==> config.mk <==
export PLATFORM = sky130hd
export DESIGN_NAME = tcw_queue
export DESIGN_NICKNAME = d
export VERILOG_FILES = /design/src/hdl/tcw_pkg.sv /design/src/hdl/tcw_queue.sv
export SDC_FILE = /design/constraint.sdc
export NUM_CORES = 1
export LEC_CHECK = 0
export BUFFER_PORTS_ARGS = -buffer_cell sky130_fd_sc_hd__buf_2
export CAP_MARGIN = 20
export CORE_MARGIN = 2
export CORE_UTILIZATION = 44
export CTS_CLUSTER_DIAMETER = 60
export DETAILED_ROUTE_END_ITERATION = 8
export GPL_TIMING_DRIVEN = 0
export PLACE_DENSITY = 0.72
export SLEW_MARGIN = 25
export SYNTH_ARGS = -nofsm -noshare
export SYNTH_HDL_FRONTEND = slang
export SYNTH_SLANG_ARGS = --single-unit
==> constraint.sdc <==
create_clock -name clk -period 1.9 [get_ports clk]
set_clock_uncertainty 0.05 [all_clocks]
set_input_delay 0.19 -clock clk [delete_from_list [all_inputs] [get_ports clk]]
set_output_delay 0.19 -clock clk [all_outputs]
set_load 0.02 [all_outputs]
==> src/hdl/tcw_pkg.sv <==
// Package for the text console character writer.
// Holds geometry constants, character codes, the operation code and the payload structs.
// No dependencies.
`timescale 1ns / 1ps

package tcw_pkg;

  localparam int COLUMNS  = 80;
  localparam int ROWS     = 25;
  localparam int TAB_STOP = 8;

  localparam int CELL_COUNT = COLUMNS * ROWS;
  localparam int MOVE_COUNT = CELL_COUNT - COLUMNS;
  localparam int ADDR_W     = $clog2(CELL_COUNT);
  localparam int CNT_W      = $clog2(CELL_COUNT + 1);

  localparam int COL_W  = 7;
  localparam int ROW_W  = 5;
  localparam int OFF_W  = 11;
  localparam int CHAR_W = 8;
  localparam int ATTR_W = 8;
  localparam int RADR_W = 11;
  localparam int CELL_W = CHAR_W + ATTR_W;

  localparam int QUEUE_DEPTH = 2;
  localparam int QPTR_W      = (QUEUE_DEPTH > 1) ? $clog2(QUEUE_DEPTH) : 1;
  localparam int QCNT_W      = $clog2(QUEUE_DEPTH + 1);

  localparam logic [CHAR_W-1:0] CH_NEWLINE   = 8'd10;
  localparam logic [CHAR_W-1:0] CH_RETURN    = 8'd13;
  localparam logic [CHAR_W-1:0] CH_BACKSPACE = 8'd8;
  localparam logic [CHAR_W-1:0] CH_TAB       = 8'd9;
  localparam logic [CHAR_W-1:0] CH_SPACE     = 8'd32;
  localparam logic [ATTR_W-1:0] RESET_ATTR   = 8'd7;

  typedef enum logic [2:0] {
    OP_READ      = 3'd0,
    OP_PUTC      = 3'd1,
    OP_NEWLINE   = 3'd2,
    OP_RETURN    = 3'd3,
    OP_BACKSPACE = 3'd4,
    OP_TAB       = 3'd5
  } op_t;

  typedef struct packed {
    logic              func;
    logic [CHAR_W-1:0] char_code;
    logic [RADR_W-1:0] read_address;
  } in_t;

  typedef struct packed {
    logic [COL_W-1:0]  cursor_column;
    logic [ROW_W-1:0]  cursor_row;
    logic [OFF_W-1:0]  cursor_offset;
    logic              scrolled;
    logic [CHAR_W-1:0] read_char;
    logic [ATTR_W-1:0] read_attr;
  } out_t;

  typedef struct packed {
    op_t               op;
    logic [CHAR_W-1:0] char_code;
    logic [ADDR_W-1:0] addr;
    logic              in_range;
  } entry_t;

  typedef struct packed {
    logic clearing;
  } back_stat_t;

endpackage

==> src/hdl/tcw_queue.sv <==
// Short queue of decoded transactions between the front and back stages.
// Depends on tcw_pkg.
`timescale 1ns / 1ps

module tcw_queue (
  input  logic            clk,
  input  logic            rst_n,
  input  logic            push,
  input  tcw_pkg::entry_t push_data,
  output logic            push_ready,
  input  logic            pop,
  output logic            pop_valid,
  output tcw_pkg::entry_t pop_data
);
  import tcw_pkg::*;

  entry_t             entries_r [QUEUE_DEPTH];
  logic [QPTR_W-1:0]  wr_ptr_r;
  logic [QPTR_W-1:0]  wr_ptr_nxt;
  logic [QPTR_W-1:0]  rd_ptr_r;
  logic [QPTR_W-1:0]  rd_ptr_nxt;
  logic [QCNT_W-1:0]  count_r;
  logic [QCNT_W-1:0]  count_nxt;

  assign push_ready = (32'(count_r) < QUEUE_DEPTH);
  assign pop_valid  = (count_r != '0);
  assign pop_data   = entries_r[rd_ptr_r];

  always_comb begin
    wr_ptr_nxt = wr_ptr_r;
    rd_ptr_nxt = rd_ptr_r;
    count_nxt  = count_r;
    if (push) begin
      wr_ptr_nxt = (32'(wr_ptr_r) == QUEUE_DEPTH - 1) ? '0 : wr_ptr_r + 1'b1;
    end
    if (pop) begin
      rd_ptr_nxt = (32'(rd_ptr_r) == QUEUE_DEPTH - 1) ? '0 : rd_ptr_r + 1'b1;
    end
    if (push && !pop) begin
      count_nxt = count_r + 1'b1;
    end else if (pop && !push) begin
      count_nxt = count_r - 1'b1;
    end
  end

  always_ff @(posedge clk) begin
    if (!rst_n) begin
      wr_ptr_r <= '0;
      rd_ptr_r <= '0;
      count_r  <= '0;
    end else begin
      wr_ptr_r <= wr_ptr_nxt;
      rd_ptr_r <= rd_ptr_nxt;
      count_r  <= count_nxt;
    end
  end

  always_ff @(posedge clk) begin
    if (push) begin
      entries_r[wr_ptr_r] <= push_data;
    end
  end

`ifndef NO_ASSERTIONS
  a_count_bound: assert property (@(posedge clk) disable iff (!rst_n)
    32'(count_r) <= QUEUE_DEPTH) else $error("queue count exceeds depth");
  a_no_overflow: assert property (@(posedge clk) disable iff (!rst_n)
    push |-> (32'(count_r) < QUEUE_DEPTH || pop)) else $error("push into full queue");
  a_no_underflow: assert property (@(posedge clk) disable iff (!rst_n)
    pop |-> count_r != '0) else $error("pop from empty queue");
`endif

endmodule

==> out/results.txt <==
IR Drop Worst-Case VDD -> 0.000554 V
Top-area cell type share of the netlist area -> 73.8%
Synthesized area -> 0.00187 mm^2
LEAKAGE -> 0.874 nW
Fraction of layout cells with a size suffix above 1 -> 55.9%
Die ar. -> 0.00479 mm^2
DR vias -> 979
Cell taking the most area after synthesis -> edfxtp_1
Sequential fraction of the synthesis area -> 79.1%
Cts hold-fix bufs -> 0
Vias in the first global route -> 1044
Via density -> 4.85
Area after DPL -> 0.00220 mm^2
CTS tree -> yes
Synth unique cells -> 15
Gr ovfl total -> 0
Worst slew pin tran -> 0.688 ns
Fin crit period -> 1.69 ns
Slowest cell on crit path -> dfxtp_1
DIE HEIGHT -> 69.2 um
Mapped Nets -> 121
CP cell instances -> buf_4 > mux2_2 > buf_2
First-pass GRT wire length -> 4930 um
Post_cts resized -> 0
Cell Pwr Density -> 963 mW/mm^2
Crit path launch type -> register
Routed WL per cell -> 14.8 um
Max Root-Sink Buffers -> 2
Post-route insts no fill -> 202
I/O pin count -> 52
Crit end category -> output pin
Root Buffer -> clkbuf_8
Setup-failing EPs final -> 0
Rel. slew slack -> 54.0%
Post-Syn Instances -> 93
Crit path max fanout -> 10
Fillers -> 342
Row count -> 23
H-tree depth -> 2
GPL Wtd Cong -> 0.696
Clk sinks -> 51
WHS -> 0.0265 ns
Starting Density -> 46.1%
Pin count of the biggest net entering global routing -> 25
Worst hold path class -> in2reg
Max cap viols -> 0
# DRC -> 0
Syn Area/Cell -> 20.1 um^2
Drt total wl -> 2980 um
Skew-Pair Late Insertion Delay -> 0.30 ns
Post-Place Cells -> 194
DP Wirelength -> 2110 um
Core area -> 0.00406 mm^2
Iter 0 DRT Violations -> 52
Unrepaired setup endpoints after global routing -> no
Slew Limit Fails -> 0
Nets -> 179
P&R area growth vs syn -> 21.8%
All-Layer GR Usage -> 13.4%
Clock Pin Slew Worst Setup and Hold Paths -> 0.08 ns
Initial antenna violation count -> 0
F_max -> 0.592 GHz
Design Area, Final -> 0.00228 mm^2
Post-route ant nets -> 0
Data arrival time of the critical path -> 1.45 ns
Setup bufs post-CTS -> 0
Yosys reg bits -> 51
Status -> complete, no violations
Final Hold Vio Count -> 0
Crit Path Category -> reg2out
CTS Buf Count -> 5
DRT Pass-1 Iters -> 4
Antenna diode count -> 0
CP required -> 1.66 ns
Die W -> 69.2 um
Port Buf Inserts -> 51
Yosys warning total -> 0
Worst path max stage delay -> 0.42 ns
Synth area leaders -> edfxtp_1, mux2_2, dfxtp_1, and2_1, xor2_1
Period Utilization, post-route -> 88.9%
[path summary, 6_finish.rpt]
path	depth (start not counted)	to	start	slack, ns
hold / removal	1	entries_r[0][21]$_DFFE_PP_	push_data[21]	0.03
hold reg to reg	2	count_r[1]$_SDFFE_PN0P_	count_r[1]$_SDFFE_PN0P_	0.46
setup / recovery	3	pop_data[16]	register	0.21
setup reg to reg	1	entries_r[1][14]$_DFFE_PP_	wr_ptr_r$_SDFFE_PN0P_	0.53
[Yosys cell counts]
library cell and count:
buf_4 2, ha_1 1, xor2_1 2, or2_2 1
edfxtp_1 46, nor2b_1 2, dfxtp_1 5, o21ai_0 1
inv_1 2, and2_1 4, mux2_2 23, o21a_1 1
a21boi_1 1, or3_1 1, xnor2_1 1
[metal layers]
layer	vias to the layer above	share of wire, %	GRT usage (%)
met4	0	1.9	5.88
met3	6	4.3	4.22
met2	26	57	24.8
met5	-	0	0
li1	468	-	-
met1	479	37	13.8
[power breakdown]
part	total (mW)	internal [mW]	leakage [nW]	switching, mW
Sequential	1.31	1.29	0.473	0.0222
Combinational	0.308	0.135	0.359	0.173
Clock	0.575	0.259	0.0422	0.317
Total	2.20	1.68	0.874	0.512
[flip-flops by register name (all words and copies together) (netlist names), named ones only]
name	cells
entries_r	46
count_r	2
wr_ptr_r	1
rd_ptr_r	1
[cell families after synthesis]
kind of cell	share of synthesized area, %
simple gates	2.67
fa+ha+maj	0.668
xor+xnor	1.40
flops	79.1
buf+inv	1.20
compound gates	1.07
mux	13.8
[per-stage QoR]
stage	setup WS [ns]	total power, mW	util [%]	TNS (ns)
CTS	0.145	2.22	56.2	0
detailed placement	0.155	1.65	54.1	0
finish	0.210	2.20	56.2	0
floorplan	0.0596	1.54	-	0
global placement	-0.442	1.64	54.0	-10.50
global route	0.114	2.30	56.2	0
[critical path: cells and delay by family (launching register included)]
family,cells,cell delay (ns)
flops,1,0.42
buf+inv,2,0.39
mux,1,0.35
[area by class of cell]
type                            count  area (um^2)  share of cell area, %
Buffer                              2         15.0                  0.659
Clock inverter                      1         5.00                  0.220
Inverter                            2         7.51                  0.329
Multi-Input combinational cell     38          377                   16.5
Timing Repair Buffer               51          255                   11.2
Clock buffer                        7         76.3                   3.35
Tap cell                           50         62.6                   2.74
Sequential cell                    51         1480                   65.0
[placed cells by master (no fill, tap or decap), types with 2 or more instances in the layout]
master / n
edfxtp_1: 46
xor2_1: 2
buf_2: 51
clkbuf_1: 2
mux2_2: 23
buf_4: 2
and2_1: 3
clkbuf_8: 5
dfxtp_1: 5
inv_1: 2
No activity file was read; power rests on OpenSTA's default activity.
