$ cat src/hdl/tcw_pkg.sv
// Package for the text console character writer.
// Holds geometry constants, character codes, the operation code and the payload structs.
// No dependencies.
`timescale 1ns / 1ps

package tcw_pkg;

  localparam int COLUMNS  = 80;
  localparam int ROWS     = 25;
  localparam int TAB_STOP = 8;

  localparam int CELL_COUNT = COLUMNS * ROWS;
  localparam int MOVE_COUNT = CELL_COUNT - COLUMNS;
  localparam int ADDR_W     = $clog2(CELL_COUNT);
  localparam int CNT_W      = $clog2(CELL_COUNT + 1);

  localparam int COL_W  = 7;
  localparam int ROW_W  = 5;
  localparam int OFF_W  = 11;
  localparam int CHAR_W = 8;
  localparam int ATTR_W = 8;
  localparam int RADR_W = 11;
  localparam int CELL_W = CHAR_W + ATTR_W;

  localparam int QUEUE_DEPTH = 2;
  localparam int QPTR_W      = (QUEUE_DEPTH > 1) ? $clog2(QUEUE_DEPTH) : 1;
  localparam int QCNT_W      = $clog2(QUEUE_DEPTH + 1);

  localparam logic [CHAR_W-1:0] CH_NEWLINE   = 8'd10;
  localparam logic [CHAR_W-1:0] CH_RETURN    = 8'd13;
  localparam logic [CHAR_W-1:0] CH_BACKSPACE = 8'd8;
  localparam logic [CHAR_W-1:0] CH_TAB       = 8'd9;
  localparam logic [CHAR_W-1:0] CH_SPACE     = 8'd32;
  localparam logic [ATTR_W-1:0] RESET_ATTR   = 8'd7;

  typedef enum logic [2:0] {
    OP_READ      = 3'd0,
    OP_PUTC      = 3'd1,
    OP_NEWLINE   = 3'd2,
    OP_RETURN    = 3'd3,
    OP_BACKSPACE = 3'd4,
    OP_TAB       = 3'd5
  } op_t;

  typedef struct packed {
    logic              func;
    logic [CHAR_W-1:0] char_code;
    logic [RADR_W-1:0] read_address;
  } in_t;

  typedef struct packed {
    logic [COL_W-1:0]  cursor_column;
    logic [ROW_W-1:0]  cursor_row;
    logic [OFF_W-1:0]  cursor_offset;
    logic              scrolled;
    logic [CHAR_W-1:0] read_char;
    logic [ATTR_W-1:0] read_attr;
  } out_t;

  typedef struct packed {
    op_t               op;
    logic [CHAR_W-1:0] char_code;
    logic [ADDR_W-1:0] addr;
    logic              in_range;
  } entry_t;

  typedef struct packed {
    logic clearing;
  } back_stat_t;

endpackage

$ cat src/hdl/tcw_front.sv
// Front stage: accepts input transactions and decodes them into queue entries.
// Depends on tcw_pkg.
`timescale 1ns / 1ps

module tcw_front (
  input  logic                clk,
  input  logic                rst_n,
  input  logic                in_valid,
  output logic                in_ready,
  input  tcw_pkg::in_t        in_data,
  input  tcw_pkg::back_stat_t back_stat,
  output logic                push,
  output tcw_pkg::entry_t     push_data,
  input  logic                push_ready
);
  import tcw_pkg::*;

  logic   f_valid_r;
  logic   f_valid_nxt;
  entry_t f_entry_r;
  entry_t f_entry_nxt;
  logic   take;

  assign in_ready  = !back_stat.clearing && (!f_valid_r || push_ready);
  assign take      = in_valid && in_ready;
  assign push      = f_valid_r && push_ready;
  assign push_data = f_entry_r;

  always_comb begin
    f_entry_nxt.char_code = in_data.char_code;
    f_entry_nxt.addr      = ADDR_W'(in_data.read_address);
    f_entry_nxt.in_range  = (32'(in_data.read_address) < CELL_COUNT);
    if (in_data.func) begin
      f_entry_nxt.op = OP_READ;
    end else begin
      unique case (in_data.char_code)
        CH_NEWLINE:   f_entry_nxt.op = OP_NEWLINE;
        CH_RETURN:    f_entry_nxt.op = OP_RETURN;
        CH_BACKSPACE: f_entry_nxt.op = OP_BACKSPACE;
        CH_TAB:       f_entry_nxt.op = OP_TAB;
        default:      f_entry_nxt.op = OP_PUTC;
      endcase
    end
    f_valid_nxt = take || (f_valid_r && !push_ready);
  end

  always_ff @(posedge clk) begin
    if (!rst_n) begin
      f_valid_r <= 1'b0;
    end else begin
      f_valid_r <= f_valid_nxt;
    end
  end

  always_ff @(posedge clk) begin
    if (take) begin
      f_entry_r <= f_entry_nxt;
    end
  end

endmodule

$ cat config.mk
export PLATFORM = sky130hd
export DESIGN_NAME = tcw_front
export DESIGN_NICKNAME = d
export VERILOG_FILES = /design/src/hdl/tcw_pkg.sv /design/src/hdl/tcw_front.sv
export SDC_FILE = /design/constraint.sdc
export NUM_CORES = 1
export LEC_CHECK = 0
export BUFFER_PORTS_ARGS = -buffer_cell sky130_fd_sc_hd__buf_4
export CAP_MARGIN = 40
export CELL_PAD_IN_SITES_DETAIL_PLACEMENT = 1
export CELL_PAD_IN_SITES_GLOBAL_PLACEMENT = 1
export CORE_ASPECT_RATIO = 1.75
export CORE_MARGIN = 2
export CORE_UTILIZATION = 32
export DETAILED_ROUTE_END_ITERATION = 8
export PLACE_DENSITY = 0.83
export SLEW_MARGIN = 20
export SYNTH_ARGS = -nofsm -noshare
export SYNTH_HDL_FRONTEND = slang
export SYNTH_SLANG_ARGS = --single-unit
$ cat constraint.sdc
create_clock -name clk -period 2.1 [get_ports clk]
set_input_delay 0.42 -clock clk [delete_from_list [all_inputs] [get_ports clk]]
set_output_delay 0.42 -clock clk [all_outputs]
set_load 0.03 [all_outputs]
==> metrics.cfg, run 1 <==
[die]
dieArea_sq_um=3061
die_x_microns=42.69
initial_core_util_pct=33.63
io_pins=50
die_y_microns=71.71
row_count=24
core-area_sq_um=2492

[placed_design]
place_congestion=0.8032
placed_area_sq_um=1249
port_buffers=49
post-place-ws_ps=680.1
hpwl_microns=1530

[critical_path]
worstPathArrival_ps=1060
cp_num_buf_inv=1
required_ps=1680
cp_top_family=flip-flops
start_kind=flip-flop
worstSetupPathType=flip-flop to primary output
slowest_stage=dfxtp_1
max_stage_delay_ps=350
crit_chain=nor2b_1, nor2_1, buf_4
cp-end-kind=primary output
cp_max_fo=3

[sta]
worst_slew_pin_slew_ps=303.2
min_period_over_period_pct=70.62
fin_tns_setup_ps=0
post-route-min-period_ps=1483
fin_skew_ps=3.078
slew_headroom_pct=79.60
max_freq_mhz=674.3
setup_slack_ps=616.9
slew_violations=0
grt_setup_unrepaired=no
hold_viol=0
finalSetupViolations=0

[final_layout]
final_core_util_pct=51.91
area_growth_syn_to_layout_pct=54.33
diodes=0
fin_area_sq_um=1294
nNetsFinal=122
drive_above_1_share_pct=58.33

[clocking]
cts_made_buffers=3
htreeDepth=1
cts_tree=done
cts_sinks=24
hold_buffers=0
root_buffer=clkbuf_8
postCtsSetupBuffers=0
post_cts_resized=0
worstSkewPairLatency_ps=260
clkTransAtPathRegs_ps=80
cts_buffer_depth=2

[drt]
avgViaCountPerCell=4.754
num_vias=580
drt_first_iter_violations=7
wirelength_microns=1840
wl_per_cell_microns=15.08
drc=0
final_antenna_net_count=0
drt-pass1-iter-count=4

[logic_synthesis]
yosys_warnings=0
avgSynthCellArea_sq_um=19.96
synthesis.nets=67
syn-cell-area_sq_um=838.3
synthCells=42
synth-seq-cells=24
synth-seq-area-share_pct=84.78
ys_types=16

[global_route]
antenna_found_initial=0
grt_pass1_wl_microns=2780
met1_usage_pct=12.48
grt_pass1_vias=609
use_met2_pct=23.57
busiest_layer=met2
grt_max_degree=24
track_usage_pct=12.51
grt_overflow=0
met3_usage_pct=2.267

[power]
power_density_nw_per_um2=738.7
p_leak_uw=0.0005194
ir_drop_uv=361.1

[flow_run]
drv_cap=0

[min_path]
holdCritPathClass=primary input to flip-flop

[run_status]
status=complete, no violations

-- cell type report --
| cell class | count | area [sq um] |
|---|---|---|
| Sequential cell | 24 | 710.7 |
| Clock buffer | 4 | 45.04 |
| Multi-Input combinational cell | 18 | 130.1 |
| Timing Repair Buffer | 50 | 375.4 |
| Fill cell | 270 | 1199 |
| Tap cell | 26 | 32.53 |
-- per-layer routing --
metal / vias up / share of wire, % / wire length [microns]
met5: - / 0 / 0
met4: 0 / 1.1 / 21
met3: 2 / 6.0 / 110
met2: 29 / 60 / 1104
met1: 272 / 33 / 604
li1: 277 / - / -
-- cell usage after synthesis (all sizes together) --
library cell	n	area, sq um
nor2b	1	6.260
a21boi	1	7.510
nor2	3	11.26
and2	1	6.260
nand2b	2	12.51
a211oi	1	12.51
o2111ai	1	8.760
and3	1	6.260
or3	1	6.260
nor4	2	18.77
edfxtp	23	690.7
or3b	2	17.52
dfxtp	1	20.02
a31oi	1	6.260
nand3b	1	7.510
-- flip-flops by register name, indices dropped and copies added (netlist names) --
register,flops
f_valid_r,1
push_data,23
-- report_power, final --
group          leakage (uW)  total (uW)  internal (uW)  switching, uW
Clock             0.0000228         267            135            132
Sequential         0.000222         553            548           5.76
Combinational      0.000275         136           59.9           75.7
-- metrics by stage --
step	power [uW]	hold WS (ps)	std cells
final	955.7	339.0	122
after global routing	992.8	327.5	122
after CTS	964.4	335.1	122
after detailed placement	702.8	504.0	118
after global placement	696.6	474.9	118
after floorplan	623.7	457.4	42
-- placed cells by master, fill, tap and decap left out, types with 2 or more instances in the layout --
| master | Yosys | routed |
|---|---|---|
| nor2_1 | 3 | 2 |
| edfxtp_1 | 23 | 23 |
| nand2b_1 | 2 | 2 |
| or3b_1 | 2 | 2 |
| clkbuf_8 | 0 | 3 |
| buf_4 | 0 | 50 |
-- cells by family (layout without fill, tap and decap cells) --
kind of cell	count (synthesis)	in the layout	share of synthesized area [%]
AND/OR/NAND/NOR	14	14	11.05
flip-flops	24	24	84.78
buffers and inverters	0	54	0
AO/OA/AOI/OAI	4	4	4.180
-- final timing paths --
kind                            startpoint           end  slack [ps]  depth (start not counted)
worst max-delay path             f_valid_r      in_ready         620                          3
worst min register to register   f_valid_r     f_valid_r         510                          2
worst min-delay path            in_data[3]  push_data[4]         340                          1
worst max register to register   f_valid_r  push_data[3]         920                          3
Note: power is estimated with default switching activity, not from simulation.
==> run 2, diff against run 1 <==
Clock period 2.1 ns to 1.5 ns, I/O delays scaled along.
==> run 2 against run 1 <==
Net effect: critical path type unchanged; die area unchanged; clock power increased by 40%; clock-buffer cell count is the same; critical endpoint unchanged; highest routed layer unchanged; power up 41%; global-route usage grew 1.3 points; final cell count unchanged; hold slack worse by 120 ps; cell area is 0.97% higher; register-to-register slack worse by 530 ps.
==> metrics.cfg, run 2 (synthesized netlist as in run 1, its figures left out) <==
[final_layout]
area_growth_syn_to_layout_pct=55.82  ; was 54.33%
largest_reg_flops=23  ; unchanged
final_common_cell=buf_4  ; unchanged
layout_common_cells=buf_4 (49), edfxtp_1 (23), clkbuf_8 (3)  ; was buf_4 (50), edfxtp_1 (23), clkbuf_8 (3)
drive_above_1_share_pct=58.33  ; unchanged
fin_cells=122  ; unchanged
nNetsFinal=122  ; unchanged
diodes=0  ; unchanged
final_core_util_pct=52.41  ; was 51.91%

[run_status]
status=complete, no violations  ; unchanged

[clocking]
root_buffer=clkbuf_8  ; unchanged
htreeDepth=1  ; unchanged
postCtsSetupBuffers=0  ; unchanged
cts_sinks=24  ; unchanged
cts_buffer_depth=2  ; unchanged
hold_buffers=0  ; unchanged
clkTransAtPathRegs_ps=80  ; about the same
cts_tree=done  ; unchanged
post_cts_resized=0  ; unchanged
cts_made_buffers=3  ; unchanged
worstSkewPairLatency_ps=260  ; about the same

[sta]
fin_tns_setup_ps=0  ; unchanged
holdWs_ps=217.3  ; was 339.0 ps
grt_setup_unrepaired=no  ; unchanged
min_period_over_period_pct=91.49
finalSetupViolations=0  ; unchanged
fin_skew_ps=1.815  ; was 3.078 ps
post-route-min-period_ps=1372
worst_slew_pin_slew_ps=240.6  ; was 303.2 ps
max_freq_mhz=728.7
slew_violations=0  ; unchanged
hold_viol=0  ; unchanged
slew_headroom_pct=83.81  ; was 79.60%

[die]
dieArea_sq_um=3061  ; unchanged
row_count=24  ; unchanged
io_pins=50  ; unchanged
initial_core_util_pct=33.63  ; unchanged
die_y_microns=71.71  ; unchanged
core-area_sq_um=2492  ; unchanged
die_x_microns=42.69  ; unchanged

[drt]
avgViaCountPerCell=4.803  ; was 4.754
num_vias=586  ; was 580
wirelength_microns=2045  ; was 1840 microns
drc=0  ; unchanged
drt_first_iter_violations=7  ; unchanged
final_antenna_net_count=0  ; unchanged
wl_per_cell_microns=16.76  ; was 15.08 microns
drt-pass1-iter-count=4  ; unchanged

[power]
p_leak_uw=0.0005230  ; was 0.0005194 uW
p_clk_share_pct=27.8  ; was 27.9%
p_int_uw=1043  ; was 742.6 uW
p_switching_uw=303.5  ; was 213.1 uW
total_power_uw=1347  ; was 955.7 uW
p_comb_share_pct=14.6  ; was 14.2%
ir_drop_uv=601.8  ; was 361.1 uV
p_sw_share_pct=22.53  ; was 22.30%
pwr-share-seq_pct=57.6  ; was 57.9%
power_density_nw_per_um2=1031  ; was 738.7 nW/um^2

[global_route]
grt_pass1_wl_microns=3125  ; was 2780 microns
grt_pass1_vias=658  ; was 609
grt_overflow=0  ; unchanged
track_usage_pct=13.81  ; was 12.51%
antenna_found_initial=0  ; unchanged
grt_max_degree=24  ; unchanged

[critical_path]
crit_chain=nor2b_1, nor2_1, buf_4  ; unchanged
cp_max_fo=3  ; unchanged
required_ps=1200  ; was 1680 ps
slowest_stage=dfxtp_1  ; unchanged
worstPathArrival_ps=1070  ; was 1060 ps
max_stage_delay_ps=360  ; was 350 ps
cp-end-kind=primary output  ; unchanged
start_kind=flip-flop  ; unchanged
worstSetupPathType=flip-flop to primary output  ; unchanged

[placed_design]
dp.cells=118  ; unchanged
place_congestion=0.7354  ; was 0.8032
hpwl_microns=1676  ; was 1530 microns
port_buffers=49  ; unchanged

[flow_run]
drv_cap=0  ; unchanged

[min_path]
holdCritPathClass=primary input to flip-flop  ; unchanged

## run 2: cell counts in the layout (fill, tap and decap cells not counted)
No cell type changed its count.
## run 2: per-stage QoR
| stage | area (sq um) | setup WS (ps) |
|---|---|---|
| 6_report | 1306 | 127.7 |
| 5_1_grt | 1306 | 29.01 |
| 4_1_cts | 1306 | 97.44 |
| 3_5_place_dp | 1261 | 262.6 |
| 3_3_place_gp | 1261 | 300.7 |
| 2_1_floorplan | 840.8 | 38.63 |
## run 2: power groups by stage
stage	sequential, uW	clock, uW	combinational [uW]
after global placement	790	0	190
after detailed placement	791	0	199
final	775	375	197
after global routing	779	408	207
after floorplan	844	0	29.2
after CTS	776	382	200
## run 2: final cells by class
| type | instances | area, sq um |
|---|---|---|
| tap | 26 | 32.53 |
| fill | 268 | 1186 |
| multi-input combinational | 18 | 130.1 |
| sequential | 24 | 710.7 |
| clock buffer | 4 | 45.04 |
| timing repair buffer | 50 | 387.9 |
## run 2: worst paths after layout
path | start | to | slack (ps) | cells past startpoint
worst max-delay path | f_valid_r | in_ready | 130 | 3
worst min-delay path | in_data[2] | push_data[3] | 220 | 1
worst max register to register | f_valid_r | push_data[20] | 390 | 3
worst min register to register | f_valid_r | f_valid_r | 540 | 2
## run 2: per-layer routing
metal  vias to the layer above  GRT usage [%]  share of wire, %
li1                        276              -                 -
met1                       279          16.00                35
met2                        27          23.40                57
met3                         4          4.282               6.3
met4                         0          5.208               1.3
met5                         -              0                 0
## run 2: critical path, delay by kind of cell, from the launching register on
family | cells | cell delay (ps)
buffers and inverters | 1 | 170
flip-flops | 1 | 360
AND/OR/NAND/NOR | 2 | 290
